**src/rtl/core/pbaw_pkg.sv**
```systemverilog
// Shared types, constants, microcode table and helpers for the PID anti-windup controller.
package pbaw_pkg;

    // Data widths
    localparam int DATA_W        = 32;
    localparam int MUL_A_W       = DATA_W + 1;
    localparam int PROD_W        = MUL_A_W + DATA_W;
    localparam int ACC_W         = PROD_W + 2;
    localparam int FRAC_BITS_DEF = 16;
    localparam int CFG_IDX_W     = 3;
    localparam int STEP_W        = 4;
    localparam int IN_TDATA_W    = 64;
    localparam int OUT_TDATA_W   = 40;

    // Configuration register indexes
    localparam logic [CFG_IDX_W-1:0] REG_GAIN_P     = 3'd0;
    localparam logic [CFG_IDX_W-1:0] REG_GAIN_I     = 3'd1;
    localparam logic [CFG_IDX_W-1:0] REG_GAIN_D     = 3'd2;
    localparam logic [CFG_IDX_W-1:0] REG_GAIN_BACK  = 3'd3;
    localparam logic [CFG_IDX_W-1:0] REG_LIMIT_HIGH = 3'd4;
    localparam logic [CFG_IDX_W-1:0] REG_LIMIT_LOW  = 3'd5;

    localparam logic signed [DATA_W-1:0] S32_MAX = 32'sh7FFF_FFFF;
    localparam logic signed [DATA_W-1:0] S32_MIN = 32'sh8000_0000;

    // Microprogram addresses
    localparam logic [STEP_W-1:0] STEP_IDLE     = 4'd0;
    localparam logic [STEP_W-1:0] STEP_MUL_I    = 4'd1;
    localparam logic [STEP_W-1:0] STEP_ADD_I    = 4'd2;
    localparam logic [STEP_W-1:0] STEP_SAT_I    = 4'd3;
    localparam logic [STEP_W-1:0] STEP_ADD_P    = 4'd4;
    localparam logic [STEP_W-1:0] STEP_ADD_D    = 4'd5;
    localparam logic [STEP_W-1:0] STEP_RAW      = 4'd6;
    localparam logic [STEP_W-1:0] STEP_CLAMP    = 4'd7;
    localparam logic [STEP_W-1:0] STEP_BACK     = 4'd8;
    localparam logic [STEP_W-1:0] STEP_MUL_B    = 4'd9;
    localparam logic [STEP_W-1:0] STEP_ADD_B    = 4'd10;
    localparam logic [STEP_W-1:0] STEP_FINISH   = 4'd11;
    localparam logic [STEP_W-1:0] STEP_LAST     = STEP_FINISH;

    typedef enum logic [1:0] {
        CLAMP_NONE = 2'd0,
        CLAMP_HIGH = 2'd1,
        CLAMP_LOW  = 2'd2
    } t_clamp;

    typedef enum logic [1:0] {
        MA_ERR  = 2'd0,
        MA_DIFF = 2'd1,
        MA_BACK = 2'd2
    } t_mul_a;

    typedef enum logic [1:0] {
        MB_GAIN_I    = 2'd0,
        MB_GAIN_P    = 2'd1,
        MB_GAIN_D    = 2'd2,
        MB_GAIN_BACK = 2'd3
    } t_mul_b;

    typedef enum logic [1:0] {
        ACC_HOLD   = 2'd0,
        ACC_LD_INT = 2'd1,
        ACC_ADD    = 2'd2,
        ACC_LD_SAT = 2'd3
    } t_acc_op;

    typedef enum logic [1:0] {
        JMP_NEXT     = 2'd0,
        JMP_WAIT_IN  = 2'd1,
        JMP_WAIT_OUT = 2'd2
    } t_jmp;

    // One control word per microprogram step
    typedef struct packed {
        t_mul_a  mul_a;
        t_mul_b  mul_b;
        logic    mul_en;
        t_acc_op acc_op;
        logic    int_we;
        logic    diff_en;
        logic    raw_en;
        logic    clamp_en;
        logic    back_en;
        logic    done;
        t_jmp    jmp;
    } t_ctrl;

    // Handshake status seen by the sequencer
    typedef struct packed {
        logic in_fire;
        logic out_free;
    } t_stat;

    localparam t_ctrl CTRL_NOP = '{
        mul_a: MA_ERR, mul_b: MB_GAIN_I, mul_en: 1'b0, acc_op: ACC_HOLD,
        int_we: 1'b0, diff_en: 1'b0, raw_en: 1'b0, clamp_en: 1'b0,
        back_en: 1'b0, done: 1'b0, jmp: JMP_NEXT
    };

    // Microcode ROM
    function automatic t_ctrl ucode_word(input logic [STEP_W-1:0] step);
        t_ctrl c;
        c = CTRL_NOP;
        case (step)
            STEP_IDLE: begin
                c.jmp = JMP_WAIT_IN;
            end
            STEP_MUL_I: begin
                c.mul_a   = MA_ERR;
                c.mul_b   = MB_GAIN_I;
                c.mul_en  = 1'b1;
                c.acc_op  = ACC_LD_INT;
                c.diff_en = 1'b1;
            end
            STEP_ADD_I: begin
                c.acc_op = ACC_ADD;
            end
            STEP_SAT_I: begin
                c.acc_op = ACC_LD_SAT;
                c.int_we = 1'b1;
                c.mul_a  = MA_ERR;
                c.mul_b  = MB_GAIN_P;
                c.mul_en = 1'b1;
            end
            STEP_ADD_P: begin
                c.acc_op = ACC_ADD;
                c.mul_a  = MA_DIFF;
                c.mul_b  = MB_GAIN_D;
                c.mul_en = 1'b1;
            end
            STEP_ADD_D: begin
                c.acc_op = ACC_ADD;
            end
            STEP_RAW: begin
                c.raw_en = 1'b1;
            end
            STEP_CLAMP: begin
                c.clamp_en = 1'b1;
            end
            STEP_BACK: begin
                c.back_en = 1'b1;
                c.acc_op  = ACC_LD_INT;
            end
            STEP_MUL_B: begin
                c.mul_a  = MA_BACK;
                c.mul_b  = MB_GAIN_BACK;
                c.mul_en = 1'b1;
            end
            STEP_ADD_B: begin
                c.acc_op = ACC_ADD;
            end
            STEP_FINISH: begin
                c.int_we = 1'b1;
                c.done   = 1'b1;
                c.jmp    = JMP_WAIT_OUT;
            end
            default: begin
                c = CTRL_NOP;
            end
        endcase
        return c;
    endfunction

    // Saturate a wide signed value to the 32-bit range
    function automatic logic signed [DATA_W-1:0] sat32(input logic signed [ACC_W-1:0] v);
        logic [ACC_W-DATA_W:0] top;
        top = v[ACC_W-1:DATA_W-1];
        if ((&top) || !(|top)) begin
            return v[DATA_W-1:0];
        end else if (v[ACC_W-1]) begin
            return S32_MIN;
        end else begin
            return S32_MAX;
        end
    endfunction

endpackage

```
**src/rtl/core/pbaw_mul.sv**
```systemverilog
// Shared signed multiplier with registered, floor-scaled product.
module pbaw_mul #(
    parameter int FRAC_BITS = pbaw_pkg::FRAC_BITS_DEF
) (
    input  logic                                i_clk,
    input  logic                                i_en,
    input  logic signed [pbaw_pkg::MUL_A_W-1:0] i_a,
    input  logic signed [pbaw_pkg::DATA_W-1:0]  i_b,
    output logic signed [pbaw_pkg::PROD_W-1:0]  o_prod
);

    logic signed [pbaw_pkg::PROD_W-1:0] full_prod;
    logic signed [pbaw_pkg::PROD_W-1:0] r_prod;

    assign full_prod = i_a * i_b;

    // Arithmetic shift gives rounding toward negative infinity
    always_ff @(posedge i_clk) begin
        if (i_en) begin
            r_prod <= full_prod >>> FRAC_BITS;
        end
    end

    assign o_prod = r_prod;

endmodule

```
**src/rtl/core/pbaw_seq.sv**
```systemverilog
// Microcode sequencer: step counter, control ROM and conditional jumps.
module pbaw_seq (
    input  logic                        i_clk,
    input  logic                        i_rst_n,
    input  pbaw_pkg::t_stat             i_stat,
    output pbaw_pkg::t_ctrl             o_ctrl,
    output logic                        o_idle
);

    logic [pbaw_pkg::STEP_W-1:0] r_step;
    logic [pbaw_pkg::STEP_W-1:0] n_step;
    pbaw_pkg::t_ctrl             ctrl;

    assign ctrl   = pbaw_pkg::ucode_word(r_step);
    assign o_ctrl = ctrl;
    assign o_idle = (r_step == pbaw_pkg::STEP_IDLE);

    // Next step address
    always_comb begin
        case (ctrl.jmp)
            pbaw_pkg::JMP_NEXT: begin
                n_step = r_step + 1'b1;
            end
            pbaw_pkg::JMP_WAIT_IN: begin
                n_step = i_stat.in_fire ? r_step + 1'b1 : r_step;
            end
            pbaw_pkg::JMP_WAIT_OUT: begin
                n_step = i_stat.out_free ? pbaw_pkg::STEP_IDLE : r_step;
            end
            default: begin
                n_step = pbaw_pkg::STEP_IDLE;
            end
        endcase
    end

    always_ff @(posedge i_clk) begin
        if (!i_rst_n) begin
            r_step <= pbaw_pkg::STEP_IDLE;
        end else begin
            r_step <= n_step;
        end
    end

    // Program counter stays inside the program
    a_step_range: assert property (@(posedge i_clk) disable iff (!i_rst_n)
        r_step <= pbaw_pkg::STEP_LAST)
        else $error("step counter beyond last microcode step");

    // An accepted item starts the program
    a_start: assert property (@(posedge i_clk) disable iff (!i_rst_n)
        i_stat.in_fire |=> r_step == pbaw_pkg::STEP_MUL_I)
        else $error("accepted item did not start the program");

    // Finish step holds while the output register is full
    a_hold_out: assert property (@(posedge i_clk) disable iff (!i_rst_n)
        (ctrl.jmp == pbaw_pkg::JMP_WAIT_OUT && !i_stat.out_free) |=> $stable(r_step))
        else $error("finish step left with output register full");

    // Only the idle step takes items
    a_fire_idle: assert property (@(posedge i_clk) disable iff (!i_rst_n)
        i_stat.in_fire |-> r_step == pbaw_pkg::STEP_IDLE)
        else $error("item accepted outside the idle step");

endmodule

```
**src/rtl/core/pbaw_datapath.sv**
```systemverilog
// Datapath: config registers, error, accumulator, clamp and controller state.
module pbaw_datapath #(
    parameter int FRAC_BITS = pbaw_pkg::FRAC_BITS_DEF
) (
    input  logic                                  i_clk,
    input  logic                                  i_rst_n,
    input  logic                                  i_cfg_we,
    input  logic [pbaw_pkg::CFG_IDX_W-1:0]        i_cfg_idx,
    input  logic [pbaw_pkg::DATA_W-1:0]           i_cfg_data,
    input  logic                                  i_load,
    input  logic signed [pbaw_pkg::DATA_W-1:0]    i_target,
    input  logic signed [pbaw_pkg::DATA_W-1:0]    i_measured,
    input  pbaw_pkg::t_ctrl                       i_ctrl,
    output logic signed [pbaw_pkg::DATA_W-1:0]    o_drive,
    output pbaw_pkg::t_clamp                      o_clamp_state
);

    localparam int DW = pbaw_pkg::DATA_W;
    localparam int AW = pbaw_pkg::ACC_W;

    logic signed [DW-1:0] r_gain_p, r_gain_i, r_gain_d, r_gain_back;
    logic signed [DW-1:0] r_limit_high, r_limit_low;
    logic signed [DW-1:0] r_int, r_prev;
    logic signed [DW-1:0] r_err, r_raw, r_drive;
    logic signed [DW:0]   r_diff, r_back;
    logic signed [AW-1:0] r_acc;
    pbaw_pkg::t_clamp     r_clamp;

    logic signed [pbaw_pkg::MUL_A_W-1:0] mul_a;
    logic signed [DW-1:0]                mul_b;
    logic signed [pbaw_pkg::PROD_W-1:0]  prod;
    logic signed [AW-1:0]                err_wide;
    logic signed [DW-1:0]                acc_sat;

    // Configuration writes
    always_ff @(posedge i_clk) begin
        if (!i_rst_n) begin
            r_gain_p     <= '0;
            r_gain_i     <= '0;
            r_gain_d     <= '0;
            r_gain_back  <= '0;
            r_limit_high <= pbaw_pkg::S32_MAX;
            r_limit_low  <= pbaw_pkg::S32_MIN;
        end else if (i_cfg_we) begin
            case (i_cfg_idx)
                pbaw_pkg::REG_GAIN_P:     r_gain_p     <= i_cfg_data;
                pbaw_pkg::REG_GAIN_I:     r_gain_i     <= i_cfg_data;
                pbaw_pkg::REG_GAIN_D:     r_gain_d     <= i_cfg_data;
                pbaw_pkg::REG_GAIN_BACK:  r_gain_back  <= i_cfg_data;
                pbaw_pkg::REG_LIMIT_HIGH: r_limit_high <= i_cfg_data;
                pbaw_pkg::REG_LIMIT_LOW:  r_limit_low  <= i_cfg_data;
                default: ;
            endcase
        end
    end

    // Operand selection
    always_comb begin
        case (i_ctrl.mul_a)
            pbaw_pkg::MA_ERR:  mul_a = pbaw_pkg::MUL_A_W'(r_err);
            pbaw_pkg::MA_DIFF: mul_a = r_diff;
            pbaw_pkg::MA_BACK: mul_a = r_back;
            default:           mul_a = '0;
        endcase
        case (i_ctrl.mul_b)
            pbaw_pkg::MB_GAIN_I:    mul_b = r_gain_i;
            pbaw_pkg::MB_GAIN_P:    mul_b = r_gain_p;
            pbaw_pkg::MB_GAIN_D:    mul_b = r_gain_d;
            pbaw_pkg::MB_GAIN_BACK: mul_b = r_gain_back;
            default:                mul_b = '0;
        endcase
    end

    pbaw_mul #(
        .FRAC_BITS (FRAC_BITS)
    ) u_mul (
        .i_clk  (i_clk),
        .i_en   (i_ctrl.mul_en),
        .i_a    (mul_a),
        .i_b    (mul_b),
        .o_prod (prod)
    );

    assign err_wide = AW'(i_target) - AW'(i_measured);
    assign acc_sat  = pbaw_pkg::sat32(r_acc);

    // Error capture and difference
    always_ff @(posedge i_clk) begin
        if (i_load) begin
            r_err <= pbaw_pkg::sat32(err_wide);
        end
        if (i_ctrl.diff_en) begin
            r_diff <= (DW+1)'(r_err) - (DW+1)'(r_prev);
        end
    end

    // Accumulator
    always_ff @(posedge i_clk) begin
        case (i_ctrl.acc_op)
            pbaw_pkg::ACC_LD_INT: r_acc <= AW'(r_int);
            pbaw_pkg::ACC_ADD:    r_acc <= r_acc + AW'(prod);
            pbaw_pkg::ACC_LD_SAT: r_acc <= AW'(acc_sat);
            default:              r_acc <= r_acc;
        endcase
    end

    // Raw output, clamp and back-calculation difference
    always_ff @(posedge i_clk) begin
        if (i_ctrl.raw_en) begin
            r_raw <= acc_sat;
        end
        if (i_ctrl.clamp_en) begin
            // high test wins when the limits are inverted
            if (r_raw > r_limit_high) begin
                r_drive <= r_limit_high;
                r_clamp <= pbaw_pkg::CLAMP_HIGH;
            end else if (r_raw < r_limit_low) begin
                r_drive <= r_limit_low;
                r_clamp <= pbaw_pkg::CLAMP_LOW;
            end else begin
                r_drive <= r_raw;
                r_clamp <= pbaw_pkg::CLAMP_NONE;
            end
        end
        if (i_ctrl.back_en) begin
            r_back <= (DW+1)'(r_drive) - (DW+1)'(r_raw);
        end
    end

    // Controller state
    always_ff @(posedge i_clk) begin
        if (!i_rst_n) begin
            r_int  <= '0;
            r_prev <= '0;
        end else begin
            if (i_ctrl.int_we) begin
                r_int <= acc_sat;
            end
            if (i_ctrl.done) begin
                r_prev <= r_err;
            end
        end
    end

    assign o_drive       = r_drive;
    assign o_clamp_state = r_clamp;

endmodule

```
**src/rtl/core/pid_backcalc_antiwindup.sv**
```systemverilog
// Top level of the positional PID controller with back-calculation anti-windup.
// Items are processed one at a time: a new item is accepted only in the idle step, after the previous one finished.
// The rate is set by the microprogram length on one shared multiplier.
// A finished result waits in the output register; the next item is taken meanwhile.
// Synchronous active-low reset: gains 0, limits at the 32-bit extremes,
// integral and previous error cleared, output empty.
module pid_backcalc_antiwindup #(
    parameter int FRAC_BITS = pbaw_pkg::FRAC_BITS_DEF
) (
    input  logic                                 i_clk,
    input  logic                                 i_rst_n,
    // Configuration write port
    input  logic                                 i_cfg_we,
    input  logic [pbaw_pkg::CFG_IDX_W-1:0]       i_cfg_idx,
    input  logic [pbaw_pkg::DATA_W-1:0]          i_cfg_data,
    // Input stream
    input  logic                                 s_axis_tvalid,
    output logic                                 s_axis_tready,
    input  logic [pbaw_pkg::IN_TDATA_W-1:0]      s_axis_tdata,  // target[31:0], measured[63:32]
    // Output stream
    output logic                                 m_axis_tvalid,
    input  logic                                 m_axis_tready,
    output logic [pbaw_pkg::OUT_TDATA_W-1:0]     m_axis_tdata   // drive[31:0], clamp_state[33:32]
);

    localparam int DW = pbaw_pkg::DATA_W;

    pbaw_pkg::t_ctrl  ctrl;
    pbaw_pkg::t_stat  stat;
    pbaw_pkg::t_clamp clamp_state;
    logic             idle;
    logic signed [DW-1:0] drive;

    logic                                r_m_valid;
    logic [pbaw_pkg::OUT_TDATA_W-1:0]    r_m_data;

    assign s_axis_tready = idle;
    assign stat.in_fire  = s_axis_tvalid && idle;
    assign stat.out_free = !r_m_valid || m_axis_tready;

    pbaw_seq u_seq (
        .i_clk   (i_clk),
        .i_rst_n (i_rst_n),
        .i_stat  (stat),
        .o_ctrl  (ctrl),
        .o_idle  (idle)
    );

    pbaw_datapath #(
        .FRAC_BITS (FRAC_BITS)
    ) u_dp (
        .i_clk         (i_clk),
        .i_rst_n       (i_rst_n),
        .i_cfg_we      (i_cfg_we),
        .i_cfg_idx     (i_cfg_idx),
        .i_cfg_data    (i_cfg_data),
        .i_load        (stat.in_fire),
        .i_target      (s_axis_tdata[DW-1:0]),
        .i_measured    (s_axis_tdata[2*DW-1:DW]),
        .i_ctrl        (ctrl),
        .o_drive       (drive),
        .o_clamp_state (clamp_state)
    );

    // Output register
    always_ff @(posedge i_clk) begin
        if (!i_rst_n) begin
            r_m_valid <= 1'b0;
        end else if (ctrl.done && stat.out_free) begin
            r_m_valid <= 1'b1;
        end else if (m_axis_tready) begin
            r_m_valid <= 1'b0;
        end
    end

    always_ff @(posedge i_clk) begin
        if (ctrl.done && stat.out_free) begin
            r_m_data <= pbaw_pkg::OUT_TDATA_W'({clamp_state, drive});
        end
    end

    assign m_axis_tvalid = r_m_valid;
    assign m_axis_tdata  = r_m_data;

endmodule
```
**config.mk**
```make
export PLATFORM = sky130hd
export DESIGN_NAME = pid_backcalc_antiwindup
export DESIGN_NICKNAME = d
export VERILOG_FILES = /design/src/rtl/core/pbaw_pkg.sv /design/src/rtl/core/pbaw_mul.sv /design/src/rtl/core/pbaw_seq.sv /design/src/rtl/core/pbaw_datapath.sv /design/src/rtl/core/pid_backcalc_antiwindup.sv
export SDC_FILE = /design/constraint.sdc
export NUM_CORES = 2
export LEC_CHECK = 0
export CAP_MARGIN = 20
export CELL_PAD_IN_SITES_DETAIL_PLACEMENT = 2
export CELL_PAD_IN_SITES_GLOBAL_PLACEMENT = 2
export CORE_UTILIZATION = 39
export CTS_CLUSTER_DIAMETER = 120
export DETAILED_ROUTE_END_ITERATION = 8
export DONT_BUFFER_PORTS = 1
export PLACE_DENSITY = 0.81
export SYNTH_ARGS = -nofsm -noshare
export SYNTH_HDL_FRONTEND = slang
export SYNTH_SLANG_ARGS = --single-unit
```
**constraint.sdc**
```tcl
create_clock -name i_clk -period 10.1 [get_ports i_clk]
set_input_delay 0.505 -clock i_clk [delete_from_list [all_inputs] [get_ports i_clk]]
set_output_delay 0.505 -clock i_clk [all_outputs]
set_load 0.005 [all_outputs]
```
---- Word-level counts from Yosys, hierarchy flattened ----
Cells that the tools add are included.
Widths: inputs -> output; s select.
storage, ports and cells
  register bits after elaboration ......... 575
  latch bits .............................. 0
  bits in writable memories ............... 0
  memory bits (read-only) ................. 0
  bits of input ports ..................... 104
  output and inout bits ................... 42
  word-level logic and storage cells ...... 108
  memories kept ........................... 0
operators by class
  add/sub/neg operators ................... 5
  multiply operators ...................... 1
  divide/modulo/power cells ............... 0
  magnitude comparators ................... 2
  equal/unequal tests ..................... 28
  shifts and indexed selects .............. 0
  multiplexer cells ....................... 24
  bitwise gates (word level) .............. 0
  reductions and logical operators ........ 29
operators with widths
  cell                count
  $pmux 67 s3         1
  $mux 32             6
  $pmux 32 s4         1
  $pmux 33 s3         1
  $sub 32x32->33      3
  $reduce_and 36->1   2
  $reduce_or 36->1    2
  $add 67x49->67      1
  $mul 33x32->65      1
  $gt 32x32->1        1
  $lt 32x32->1        1
  $pmux 5 s4          1
  $eq 4x3->1 const B  4
  $eq 4x4->1 const B  4
  $reduce_and 2->1    7
  $eq 2x2->1 const B  6
  $pmux 4 s3          1
  $eq 2x1->1 const B  4
  $eq 4x2->1 const B  2
  $mux 1              8
  $mux 4              2
  $eq 3x2->1 const B  2
  $eq 3x3->1 const B  2
  $logic_not 2->1     3
  other kinds (17)    23

---- Depth between registers and ports, before layout ----
  depth after elaboration ................. 5
  mapped depth ............................ 38

---- Hierarchy ----
A second synthesis with hierarchy kept.
unflattened totals
  cell total of the unflattened synthesis .. 7413
  area total of the unflattened synthesis .. 70388.8 sq um
by module, submodules not included
  module                   instances  cells each  area an instance (sq um)  sequential area each (sq um)
  pbaw_mul                 1          3995        38469.4                   1471.4
  pbaw_datapath            1          3315        30345.4                   12061.6
  pid_backcalc_antiwindup  1          47          1133.6                    1041.0
  pbaw_seq                 1          56          440.4                     80.1

---- Worst setup path after synthesis ----
No wires, ideal clock.
  path type ............................... reg2reg
  from .................................... register u_seq.r_step[0] in the netlist's numbering
  to ...................................... register u_dp.u_mul.r_prod (netlist bit u_dp.u_mul.o_prod[47]) (data pin)
  library setup time ...................... 0.260 ns
  arrival time ............................ 9.261 ns
  slack ................................... 0.579 ns
  stages on the path, launching flop included .. 33
  clock period less this slack ............ 9.521 ns
  cell sequence ........................... dfxtp_1 > ha_1 > buf_2 > nor3b_1 > nor3_1 > clkbuf_1 > a221oi_1 > clkbuf_1 > nor2_1 > fa_1 > inv_1 > fa_1 > inv_1 > fa_1 > fa_1 > inv_1 > fa_1 > inv_1 > fa_1 > inv_1 > fa_1 > inv_1 > fa_1 > ha_1 > a21o_1 > a21o_1 > a21o_1 > a221o_1 > a21oi_1 > inv_1 > o2111ai_2 > nor3b_1 > xnor2_1
between the ends
  cells in the longest elaborated chain, start to end .. 5
  elaborated cells between the ends (all ways) .. 15
  those cells by class .................... 1 x mul; 9 x eq/ne; 3 x mux; 2 x reduce/logical
ends and longest elaborated chain
  what                                        RTL line                                  source
  from (decl)                                 pbaw_seq.sv:10                            logic [pbaw_pkg::STEP_W-1:0] r_step;
  from (signal assigned)                      pbaw_seq.sv:38                            r_step <= pbaw_pkg::STEP_IDLE;
  from (signal assigned)                      pbaw_seq.sv:40                            r_step <= n_step;
  $eq 4x4->1, or another cell as far along    pbaw_pkg.sv:104                           case (step)
  $pmux 5 s4 *                                pbaw_pkg.sv:104
  $eq 2x2->1, or another cell as far along    pbaw_datapath.sv:65                       case (i_ctrl.mul_b)
  $pmux 32 s4 or $pmux 33 s3 (tied branches)  pbaw_datapath.sv:65, pbaw_datapath.sv:59
  $mul 33x32->65 *                            pbaw_mul.sv:15                            assign full_prod = i_a * i_b;
  via u_dp.u_mul.full_prod, one bit           pbaw_mul.sv:12                            logic signed [pbaw_pkg::PROD_W-1:0] full_prod;
  to (signal assigned)                        pbaw_mul.sv:20                            r_prod <= full_prod >>> FRAC_BITS;
  to (decl)                                   pbaw_mul.sv:13                            logic signed [pbaw_pkg::PROD_W-1:0] r_prod;
Mark *: on every way through the listed nets, which the timed path passes. The rest lies on a longest branch.
A chain may end at the register's enable or synchronous reset.

---- Final worst setup path ----
Same ends and word-level chain as after synthesis.

==> reports/summary.md <==
* maximum number of pins on one net before global-route repair: 173
* Slowest cell on crit path: fa_1
* Tot Pwr: 28.98 mW
* cell mode on critical path: fa_1
* Max Root-Sink Buffers: 3
* average wire length per cell after detail routing: 31.77 microns
* mapped cell area: 68,580 sq um
* CTS H-tree depth: 3
* kind of capture point of the worst setup path: register
* total of warnings raised by yosys: 0
* Via-to-Cell Ratio: 5.956
* most common cell after layout, fill and taps aside: inv_1
* part of the total power dissipated in sequential elements: 13.0%
* post-synth top area share: 32.55%
* signal arrival time at the worst endpoint: 10,380 ps
* DRC violations left: 0
* antenna violations before repair: 22
* initial core utilization: 39.37%
* Distinct cells, synth: 87
* wire length of the first global-routing pass: 448.7 mm
* sequential element share of the synthesized area: 21.37%
* clock tree from TritonCTS: done
* required arrival time at the worst endpoint: 10,500 ps
* pwr/cell area: 381.6 nW/um^2
* Crit Path Max Fanout: 26
* share of total power in the clock network: 9.2%
* number of rows in the core area: 153
* final count of pins violating max slew: 0
* fraction of layout instances using a drive strength above 1: 6.652%
* DRC violation total after the first TritonRoute iteration: 4,830
* XOR/XNOR Fraction of Synth Area: 2.388%
* area fraction in compound gates after synthesis: 12.76%
* slew at the pin with the worst max-slew slack: 1205 ps
* R2R setup slack: 120 ps
* Pint: 13.13 mW
* switching part of the total power: 54.69%
* post-route fraction of the period consumed by the critical path: 98.81%
* share of synthesized cell area in and, or, nand and nor gates: 13.69%
* Die ar.: 177,500 sq um
* Final Skew: 97.20 ps
* count of endpoints failing hold in the final timing report: 0
* predominant post-synthesis flop cell: edfxtp_1
* number of nets still failing antenna checks after routing: 0
* EDFF count, synth: 314
* synth top area cells: fa_1 33%, edfxtp_1 14%, dfxtp_1 7.6%
* Combinational Power Share: 77.8%
* maximum clock frequency: 100.2 MHz
* top cell type by total area after synthesis: fa_1
* remaining global-route overflow: 0
* placeable core area: 174,200 sq um
* cell count after synthesis: 7,449
* width of the die: 421.3 microns
* classification of the worst-slack hold path: in2reg
* combined global-route utilization of all metal layers: 33.99%
* longest individual stage delay on the worst path: 630 ps
* HPWL after detailed placement: 234.0 mm
* total CTS buffers: 66
* relative max-transition margin: 19.50%
* Max-cap violations: 0
* most frequent cells in the layout: 1,219 x inv_1, 1,119 x nand2_1, 1,110 x fa_1
* status: finished, final reports clean
* setup-violating endpoint count in the final report: 0
* post-synthesis mux area share: 0.9815%
* Nets: 9,094
* Die H: 421.3 microns
* final critical path time including I/O delays and setup: 9980 ps
* switching power: 15.85 mW
* layout-stage area growth over the synthesis result: 10.76%
* LEAKAGE: 34.37 nW
* post-synthesis adder-cell area fraction: 40.16%
* Total Routed Length: 313.3 mm
* Root Buffer Master: clkbuf_16
* number of buffer cells added on primary ports: 0
* via count of the first global-routing pass: 67,020
* maximum vdd ir drop: 0.3361 mV
* classification of the worst setup path: reg2reg
* dominant combinational cell family by area after synthesis: adder cells
* latest clock arrival within the worst-skew pair: 710 ps
* fraction of registers with async set/reset: 0%
* clock tree sinks: 575
* CP Launch Type: register
* Avg Synthesized Cell Area: 9.207 sq um
* detailed-router iteration count before antenna repair: 5
* number of vias after detailed routing: 58,740
* count of state elements after synthesis: 575
* worst hold margin: 2.732 ps
* final cell utilization of the core: 43.60%
* gpl congestion: 0.9406
* register clock-pin slew on the reported worst setup and hold paths: 70 ps
* count of boundary I/O pins: 146
==> cells in the mapped netlist (all sizes together), types with 63 or more instances <==
master     n
nand2   1120
xnor2    120
dfxtp    261
and2      63
a21o     156
a21oi    284
clkbuf   331
mux2i     65
xor2      67
a21boi   203
ha       411
nand3     74
nor2     697
o21ai    201
edfxtp   314
inv     1221
fa      1115
==> worst paths after layout <==
path                                       startpoint                    end  cells past startpoint
worst min register to register  u_dp.o_clamp_state[0]       m_axis_tdata[32]                      0
worst min-delay path                   i_cfg_data[13]   u_dp.r_gain_back[13]                      2
worst max register to register        u_seq.r_step[0]  u_dp.u_mul.o_prod[47]                     29
worst max-delay path                  u_seq.r_step[0]  u_dp.u_mul.o_prod[47]                     29
==> cells by family (layout without fill, tap and decap cells) <==
| kind of cell | Yosys count | count (layout) |
|---|---|---|
| simple gates | 2238 | 2238 |
| compound gates | 1275 | 1280 |
| other cells | 1 | 26 |
| mux | 67 | 67 |
| buf+inv | 1572 | 1630 |
| flops | 575 | 575 |
| xor+xnor | 187 | 187 |
| fa+ha+maj | 1534 | 1534 |
==> sequential cells by signal, indices dropped and copies added (netlist names), 33 cells and up <==
name,cells
u_dp.r_acc,67
u_dp.u_mul.o_prod,49
m_axis_tdata,34
u_dp.r_back,33
u_dp.r_diff,33
==> timing repair <==
action                                 in CTS  in global routing
pin swaps                                   5                  6
endpoints found under the hold margin     164                  0
gates cloned                                3                  2
resized for setup                           4                 48
setup buffers                               6                 15
setup endpoints to repair                  10                 25
hold buffers                               42                  0
==> critical path: cells and delay by family, from the launching register on <==
kind	cells	cell delay, ps
simple gates	6	1750
buf+inv	4	450
flops	1	460
compound gates	8	2170
xor+xnor	1	90
fa+ha+maj	10	4760
==> metal layers <==
layer / vias up / GRT usage, % / routed length (microns)
met5: - / 0 / 84
met4: 12 / 20.28 / 23960
met3: 1076 / 6.840 / 25130
met2: 2807 / 56.19 / 146900
met1: 30920 / 40.93 / 117200
li1: 23930 / - / -
==> stage by stage <==
step	setup WS, ps	cells	TNS (ps)	cell area [sq um]
floorplan	578.9	7454	0	68600
global placement	173.8	9651	0	72610
detailed placement	-249.7	9652	-1243	72630
CTS	64.84	9824	0	75510
global route	-50.88	9857	-141.5	75950
finish	120.2	9862	0	75960
==> power groups by stage <==
stage / Combinational, mW / Sequential (mW) / Clock, mW
after floorplan: 13.3 / 3.62 / 0
after global placement: 19.9 / 3.76 / 0
after detailed placement: 21.4 / 3.77 / 0
after CTS: 22.0 / 3.74 / 2.66
after global routing: 24.1 / 3.78 / 2.76
final: 22.5 / 3.76 / 2.68
==> cell type report <==
class                      instances  area, sq um
antenna                           20        50.05
clock buffer                      78         1737
clock inverter                    43        594.3
fill                           18730        98240
inverter                        1222         4594
multi-input combinational       5312        48830
sequential                       575        14650
tap                             2325         2909
timing repair buffer             287         2590
(Power assumes the default switching activity.)
